===== config.mk =====
export PLATFORM = sky130hd
export DESIGN_NAME = rtac_prio
export DESIGN_NICKNAME = d
export VERILOG_FILES = /design/src/rtl/region_table_access_check_macros.svh /design/src/rtl/rtac_pkg.sv /design/src/rtl/rtac_prio.sv
export SDC_FILE = /design/constraint.sdc
export NUM_CORES = 1
export LEC_CHECK = 0
export ABC_AREA = 1
export ABC_CLOCK_PERIOD_IN_PS = 900
export BUFFER_PORTS_ARGS = -buffer_cell sky130_fd_sc_hd__buf_2
export CAP_MARGIN = 30
export CORE_AREA = 3 3 40 42
export DETAILED_ROUTE_END_ITERATION = 16
export DIE_AREA = 0 0 43 45
export PLACE_DENSITY = 0.52
export SYNTH_ARGS = -nofsm -noshare
export SYNTH_HDL_FRONTEND = slang
export SYNTH_SLANG_ARGS = --single-unit

===== constraint.sdc =====
create_clock -name vclk -period 0.9
set_input_delay 0.09 -clock vclk [all_inputs]
set_output_delay 0.09 -clock vclk [all_outputs]
set_load 0.02 [all_outputs]

===== src/rtl/region_table_access_check_macros.svh =====
// Assertion helpers used by the region table RTL.
`ifndef REGION_TABLE_ACCESS_CHECK_MACROS_SVH
`define REGION_TABLE_ACCESS_CHECK_MACROS_SVH

// Condition holds at every clock edge outside reset.
`define RTAC_ASSERT_ALWAYS(label, cond, msg) \
  label: assert property (@(posedge clk_i) disable iff (!rst_ni) (cond)) \
    else $error(msg);

// Consequent holds in the cycle after the antecedent.
`define RTAC_ASSERT_NEXT(label, ante, cons, msg) \
  label: assert property (@(posedge clk_i) disable iff (!rst_ni) (ante) |=> (cons)) \
    else $error(msg);

`endif


===== src/rtl/rtac_pkg.sv =====
package rtac_pkg;

  localparam int unsigned MaxRegions = 16;
  localparam int unsigned AddrW      = 64;
  localparam int unsigned FlagW      = 5;

  typedef enum logic [1:0] {
    CmdAdd    = 2'd0,
    CmdRemove = 2'd1,
    CmdCheck  = 2'd2,
    CmdNone   = 2'd3
  } cmd_e;

  typedef enum logic [1:0] {
    StatusOk        = 2'd0,
    StatusBadRange  = 2'd1,
    StatusFull      = 2'd2,
    StatusNotFound  = 2'd3
  } status_e;

  localparam logic [FlagW-1:0] FlagRead  = 5'b00001;
  localparam logic [FlagW-1:0] FlagWrite = 5'b00010;
  localparam logic [FlagW-1:0] FlagExec  = 5'b00100;

  typedef struct packed {
    logic [AddrW-1:0] start_addr;
    logic [AddrW-1:0] end_addr;
    logic [FlagW-1:0] flags;
  } entry_t;

  // Broadcast from the controller to every cell.
  typedef struct packed {
    cmd_e             cmd;
    entry_t           req_entry;
    logic [AddrW-1:0] probe_addr;
    logic             add_en;
    logic             shift_en;
  } cell_ctrl_t;

endpackage


===== src/rtl/rtac_prio.sv =====
module rtac_prio
  import rtac_pkg::*;
(
  input  logic [MaxRegions-1:0] match_i,
  output logic [MaxRegions-1:0] higher_o
);

  logic [MaxRegions-1:0] at_or_above;

  // smear each match down toward slot 0 in log steps
  always_comb begin
    at_or_above = match_i;
    for (int unsigned s = 1; s < MaxRegions; s = s * 2) begin
      at_or_above = at_or_above | (at_or_above >> s);
    end
    higher_o = at_or_above >> 1;
  end

endmodule


==> summary.txt <==
status: finished, final reports clean
drt drc: 0
Synth Instances: 53
total track usage: 0.0746
pin count of the biggest net entering global routing: 6
Cells after DPL: 97
maximum VDD drop: 0.123 mV
Seq Cell Count: 0
row count: 13
Via Count: 358
synthesized cell area: 262 µm²
Switch Pwr: 81.8 µW
FF/Latch Area: 0 µm²
Core Footprint: 1280 µm²
Synth Net Count: 69
sequential area share after synthesis: 0
Comb power frac: 1.000
period utilisation layout: 0.957
# port buffers: 30
Util after Layout: 0.349
DRT Wirelength: 769 µm
sequential fraction of design power: 0
die height: 45 µm
I/O pins: 32
GPL Wtd Cong: 0.718
full die area: 1940 µm²
Synth cell types: 10
DR WL/cell: 7.93 µm
GRT Residual Overflow: 0
ant diodes: 0
Max Clock Freq: 1160 MHz
post-CTS setup buffers: 0
Avg Synthesized Cell Area: 4.93 µm²
most frequent cells after synthesis: 14 x nand2_1, 14 x nor2_1, 9 x inv_1
first-pass GRT wire length: 1200 µm
Sw Ratio: 0.603
critical path endpoint category: output port
fin. max-slew vios: 0
Final setup viols: 0
clock power share: 0
Tmin final: 861 ps
Syn-to-layout area delta: 71.3%
Yosys top cell by area: nand2_1
Initial Util: 0.204
max-cap viol count: 0
Post-DP HPWL: 703 µm
crit start category: input pin
Worst Path Arrival: 770 ps
initial antenna violation count: 0
Die X: 43 µm
area share of the leading cell type in the synthesized netlist: 0.201
Post-Layout Cell Count: 97
Iter 0 DRT Violations: 4
Final Net Count: 100
RSZ-0062 raised after global routing: true
top cells by area, synth: nand2_1 20%, nor2_1 20%, inv_1 13%
leak pwr: 0.000211 µW
Hold Buf Count CTS: 0
total power: 136 µW
DR pass1 iterations: 3
# clk buffers: 0
critical path peak fanout: 5
Hold Violations, Final: 0
Hold Crit Class: in2out
PwrDens: 303 nW/µm²
share of cells above drive strength 1: 0.573
Setup Crit Path Kind: in2out
CP required: 810 ps
Internal Pwr Total: 53.9 µW
via/cell ratio: 3.69
Ys Warns: 0
vias in the first global route: 306
Post-DRT Antenna Nets: 0
## cell families after synthesis
logic type,Yosys count,synth area share
AND/OR/NAND/NOR,40,0.785
buffers and inverters,12,0.201
other,1,0.0143
## metal layers
layer | share of wire | vias up | track usage | routed length [µm]
li1 | - | 204 | - | -
met1 | 0.36 | 139 | 0.0881 | 280
met2 | 0.53 | 15 | 0.147 | 405
met3 | 0.11 | 0 | 0.0159 | 83
met4 | 0 | 0 | 0 | 0
met5 | 0 | - | 0 | 0
## cell type report
type | count | area [µm²]
fillers | 161 | 837
inverters | 10 | 37.5
multi-input cells | 41 | 231
well taps | 15 | 18.8
repair buffers | 31 | 160
## stage by stage
stage / setup slack, ps / hold slack, ps / TNS, ps / instance area, µm²
after floorplan: 214 / 293 / 0 / 262
after global placement: 2.00 / 459 / 0 / 423
after detailed placement: 2.59 / 461 / 0 / 423
after CTS: 15.8 / 462 / 0 / 428
after global routing: -22.0 / 467 / -82.3 / 448
final: 38.7 / 460 / 0 / 448
## final timing paths
| path | end | slack (ps) | startpoint | cells past startpoint |
|---|---|---|---|---|
| worst max-delay path | higher_o[1] | 40 | match_i[14] | 6 |
| worst min-delay path | higher_o[14] | 460 | match_i[15] | 2 |
## power groups by stage
stage | logic (µW) | registers, µW | clock network (µW)
after global placement | 124 | 0 | 0
after detailed placement | 125 | 0 | 0
after global routing | 151 | 0 | 0
after floorplan | 70.1 | 0 | 0
final | 136 | 0 | 0
after CTS | 128 | 0 | 0
## placed cells by master (no fill, tap or decap), drive strengths merged
| cell | count |
|---|---|
| buf | 31 |
| conb | 1 |
| inv | 10 |
| nand2 | 18 |
| nor2 | 22 |
## critical path, cell delays in order
cell	delay (ps)
buf_2	120
nor2_4	160
nand2_4	90
nor2_2	100
nand2_1	50
buf_2	150
## what timing repair did
item	CTS	global route
pin swaps	0	5
setup endpoints to repair	1	10
resized for setup	1	6
gates cloned	0	0
Power figures use the tool's default switching activity.
