--- config.mk ---
export PLATFORM = sky130hd
export DESIGN_NAME = rtac_cell
export DESIGN_NICKNAME = d
export VERILOG_FILES = /design/src/rtl/region_table_access_check_macros.svh /design/src/rtl/rtac_pkg.sv /design/src/rtl/rtac_cell.sv
export SDC_FILE = /design/constraint.sdc
export NUM_CORES = 1
export LEC_CHECK = 0
export BUFFER_PORTS_ARGS = -buffer_cell sky130_fd_sc_hd__buf_2
export CORE_MARGIN = 3
export CORE_UTILIZATION = 30
export CTS_CLUSTER_SIZE = 12
export DETAILED_ROUTE_END_ITERATION = 8
export PLACE_DENSITY = 0.54
export SYNTH_ARGS = -nofsm -noshare
export SYNTH_HDL_FRONTEND = slang
export SYNTH_SLANG_ARGS = --single-unit
--- constraint.sdc ---
create_clock -name clk_i -period 9.1 [get_ports clk_i]
set_input_delay 1.82 -clock clk_i [delete_from_list [all_inputs] [get_ports clk_i]]
set_output_delay 1.82 -clock clk_i [all_outputs]
set_load 0.01 [all_outputs]
--- src/rtl/region_table_access_check_macros.svh ---
// Assertion helpers used by the region table RTL.
`ifndef REGION_TABLE_ACCESS_CHECK_MACROS_SVH
`define REGION_TABLE_ACCESS_CHECK_MACROS_SVH

// Condition holds at every clock edge outside reset.
`define RTAC_ASSERT_ALWAYS(label, cond, msg) \
  label: assert property (@(posedge clk_i) disable iff (!rst_ni) (cond)) \
    else $error(msg);

// Consequent holds in the cycle after the antecedent.
`define RTAC_ASSERT_NEXT(label, ante, cons, msg) \
  label: assert property (@(posedge clk_i) disable iff (!rst_ni) (ante) |=> (cons)) \
    else $error(msg);

`endif

--- src/rtl/rtac_pkg.sv ---
package rtac_pkg;

  localparam int unsigned MaxRegions = 16;
  localparam int unsigned AddrW      = 64;
  localparam int unsigned FlagW      = 5;

  typedef enum logic [1:0] {
    CmdAdd    = 2'd0,
    CmdRemove = 2'd1,
    CmdCheck  = 2'd2,
    CmdNone   = 2'd3
  } cmd_e;

  typedef enum logic [1:0] {
    StatusOk        = 2'd0,
    StatusBadRange  = 2'd1,
    StatusFull      = 2'd2,
    StatusNotFound  = 2'd3
  } status_e;

  localparam logic [FlagW-1:0] FlagRead  = 5'b00001;
  localparam logic [FlagW-1:0] FlagWrite = 5'b00010;
  localparam logic [FlagW-1:0] FlagExec  = 5'b00100;

  typedef struct packed {
    logic [AddrW-1:0] start_addr;
    logic [AddrW-1:0] end_addr;
    logic [FlagW-1:0] flags;
  } entry_t;

  // Broadcast from the controller to every cell.
  typedef struct packed {
    cmd_e             cmd;
    entry_t           req_entry;
    logic [AddrW-1:0] probe_addr;
    logic             add_en;
    logic             shift_en;
  } cell_ctrl_t;

endpackage

--- src/rtl/rtac_cell.sv ---
module rtac_cell
  import rtac_pkg::*;
(
  input  logic       clk_i,
  input  logic       rst_ni,
  input  cell_ctrl_t ctrl_i,
  input  logic       below_valid_i,
  input  entry_t     above_entry_i,
  input  logic       above_valid_i,
  input  logic       higher_match_i,
  output entry_t     entry_o,
  output logic       valid_o,
  output logic       match_o
);

  entry_t entry_q, entry_d;
  logic   valid_q, valid_d;
  logic   match_q, match_d;
  logic   first_free;

  assign first_free = !valid_q && below_valid_i;

  always_comb begin
    entry_d = entry_q;
    valid_d = valid_q;
    if (ctrl_i.add_en && first_free) begin
      entry_d = ctrl_i.req_entry;
      valid_d = 1'b1;
    end else if (ctrl_i.shift_en && !higher_match_i) begin
      // close the gap left by the removed entry
      entry_d = above_entry_i;
      valid_d = above_valid_i;
    end
  end

  always_comb begin
    case (ctrl_i.cmd)
      CmdRemove: match_d = valid_q
                           && (entry_q.start_addr == ctrl_i.req_entry.start_addr)
                           && (entry_q.end_addr == ctrl_i.req_entry.end_addr);
      CmdCheck:  match_d = valid_q
                           && (entry_q.start_addr <= ctrl_i.probe_addr)
                           && (ctrl_i.probe_addr <= entry_q.end_addr);
      default:   match_d = 1'b0;
    endcase
  end

  always_ff @(posedge clk_i or negedge rst_ni) begin
    if (!rst_ni) begin
      valid_q <= 1'b0;
      match_q <= 1'b0;
    end else begin
      valid_q <= valid_d;
      match_q <= match_d;
    end
  end

  always_ff @(posedge clk_i) begin
    entry_q <= entry_d;
  end

  assign entry_o = entry_q;
  assign valid_o = valid_q;
  assign match_o = match_q;

endmodule

==> run metrics <==
cts hold-fix bufs=0; Top Usage Layer GRT=met2; Top FF cell, synth=edfxtp_1; Async SR Flop Fraction=0.01481; Longest Clk Path Bufs=2; GR Layer Usage met1=0.3136; CTS H-Tree Depth=4; Initial Util=0.3072; CP required=9170 ps; Setup Skew=15.63 ps; largest net degree at the start of global routing=164; first-pass GRT wire length=65,090 um; Final nets=1,949; crit share post-route=0.4720; Clock Latency Late Sink=450 ps; RSZ-0062 raised after global routing=false; Rows=67; layout cell share with drive strength beyond 1=0.4119; Max VDD drop=0.0001344 V; WS Path Type=in -> reg; Setup crit start=ctrl_i[1]; die width=192.2 um; cell area after layout=0.01391 mm^2; vias per cell=4.994; CP bufs+invs=4; Slew @ Worst Pin=1112 ps; drt initial violations=501; Clk pin slew, worst setup/hold paths=70 ps; Clk pwr share=0.346; GP Congestion=0.8699; syn nets=1,470; fin crit period=4295 ps; Final Slew Violations=0; Die Y=192.2 um; gr ovfl total=0; HP Class=reg -> reg; Ys Warns=0; Total Routing Usage GR=0.2508; count of cell types in the netlist=54; Clk Tree Root Cell=clkbuf_16; crit path max fanout=163; CP cell instances=buf_2, nand3b_1, buf_12, o21ai_4, buf_4, buf_4; startpoint types=input port; Detail Route Antenna Nets=0; cts repair resizes=0; kind of cell adding the most delay to the critical path=buffers and inverters; HPWL after DPL=41,100 um; IO Pins=474; CTS buffer count=17; Seq/Total Area, Yosys=0.3887; WP data arrival=4360 ps; detailed-route via count=9,703; post-layout util=0.4108; sw frac=0.3203; Worst path max stage delay=760 ps; commonest non-fill, non-tap cells in the layout=buf_2 (473), inv_1 (172), edfxtp_1 (133), ha_1 (130), mux2_2 (105); clock sink count=135; iteration count of the initial detailed-routing pass=5; Yosys reg bits=135; PwrDens=150.0 mW/mm^2; Max Fclk=0.2328 GHz; Max stage delay cell, worst path=buf_4; die area=0.03694 mm^2; met2 GRT Util=0.4252; TNS Setup=0 ps; final hold viol count=0; initial antenna violation count=7; relative slew slack=0.2519; Post-synth EDFFs=133; hold path startpoint=valid_o; vias in the first global route=9,906; postcts setup bufs=0; Pleak=6.845 nW; core area=0.03387 mm^2; Int Pwr=1.418 mW; placed cell area=0.01332 mm^2; status=finished clean; Final Setup Violations=0; port bufs=473; syn avg cell area=10.39 um^2; Post-Syn Area=0.01040 mm^2; CTS tree=done; Comb pwr share=0.258; Crit. End Element=register; Synth Instances=1,001; Max-Cap Viols=0; M3 GR Usage=0.06352; reg2reg start=valid_o; Area Growth Syn to Fin=33.75%; DRC violations left=0; CP most frequent cell=buf_4; commonest non-fill, non-tap cell in the layout=buf_2; part of the power in registers=0.396; Post-Route WL=47,970 um; WL/cell=24.69 um; Net Sw Power=0.6685 mW
[through the flow]
| step | cells | hold slack [ps] | total power, mW | worst slack, ps |
|---|---|---|---|---|
| floorplan | 1001 | 602.8 | 1.099 | 723.2 |
| global placement | 1909 | 596.7 | 1.372 | 4290 |
| detailed placement | 1909 | 617.6 | 1.378 | 4235 |
| CTS | 1941 | 633.2 | 2.105 | 4723 |
| global route | 1943 | 679.7 | 2.188 | 4587 |
| finish | 1943 | 623.2 | 2.087 | 4805 |
[final timing paths]
path	to	slack, ps	cells after the start
worst max register to register	entry_o[78]	5730	5
worst max-delay path	entry_o[78]	4800	6
max in group asynchronous	match_o	7820	1
worst min-delay path	valid_o	620	2
min in group asynchronous	valid_o	1150	1
worst min register to register	valid_o	620	2
[power groups by stage]
stage / logic [mW] / clock network, mW / registers, mW
floorplan: 0.257 / 0 / 0.842
global placement: 0.531 / 0 / 0.841
detailed placement: 0.538 / 0 / 0.840
CTS: 0.542 / 0.736 / 0.828
global route: 0.592 / 0.764 / 0.832
finish: 0.538 / 0.722 / 0.827
[flip-flops by register name, indices dropped and copies added (netlist names)]
name / count
valid_o: 1
entry_o: 133
match_o: 1
[metal layers]
layer  vias up  share of wire  wire (um)
met3        57          0.080       3855
met1      4604           0.41      19730
li1       4618              -          -
met2       416           0.48      23080
met5         -         0.0012         58
met4         8          0.026       1246
[worst register-to-register path, cell delays in order, from the launching register on]
cell      delay (ps)
dfrtp_1          420
nand3b_1         220
buf_12           320
o21ai_4          490
buf_4            670
buf_4            780
[final cells by class]
cell class              count  area [um^2]
clock inverters            13        155.1
flip-flops and latches    135         4044
inverters                 172        645.6
well taps                 448        560.5
repair buffers            478         2417
fillers                  3465        19950
clock buffers              19        432.9
diodes                      2        5.005
multi-input cells         676         5653
[Yosys cell counts (4+ instances only)]
library cell  instances  area share
nor2b_1               6      0.0036
a221oi_1              6      0.0051
o21ai_0              39       0.019
xnor2_1              15       0.013
edfxtp_1            133        0.38
o22ai_1              19       0.011
a21o_1               17       0.012
inv_1               172       0.062
a22o_1                8      0.0067
nand2b_1             15      0.0090
ha_1                130        0.16
nor3_1                7      0.0034
nand3_1              18      0.0087
xor2_1               63       0.053
nand2_1              52       0.019
o2111ai_1             5      0.0042
clkbuf_1             15      0.0054
a2111oi_0             4      0.0034
o2bb2ai_1             4      0.0034
nand4_1              36       0.022
and4_1                5      0.0042
nor2_1               14      0.0051
a21oi_1              48       0.023
nor4_1               26       0.016
o211ai_1              4      0.0029
mux2_2              105        0.11
[cell families after synthesis]
family / after synthesis / synth area share
buffers and inverters: 190 / 0.06892
AO/OA/AOI/OAI: 175 / 0.1087
multiplexers: 105 / 0.1137
adder cells (fa/ha/maj): 130 / 0.1564
flip-flops: 135 / 0.3887
AND/OR/NAND/NOR: 188 / 0.09791
XOR/XNOR: 78 / 0.06567
Note: power is estimated with default switching activity, not from simulation.
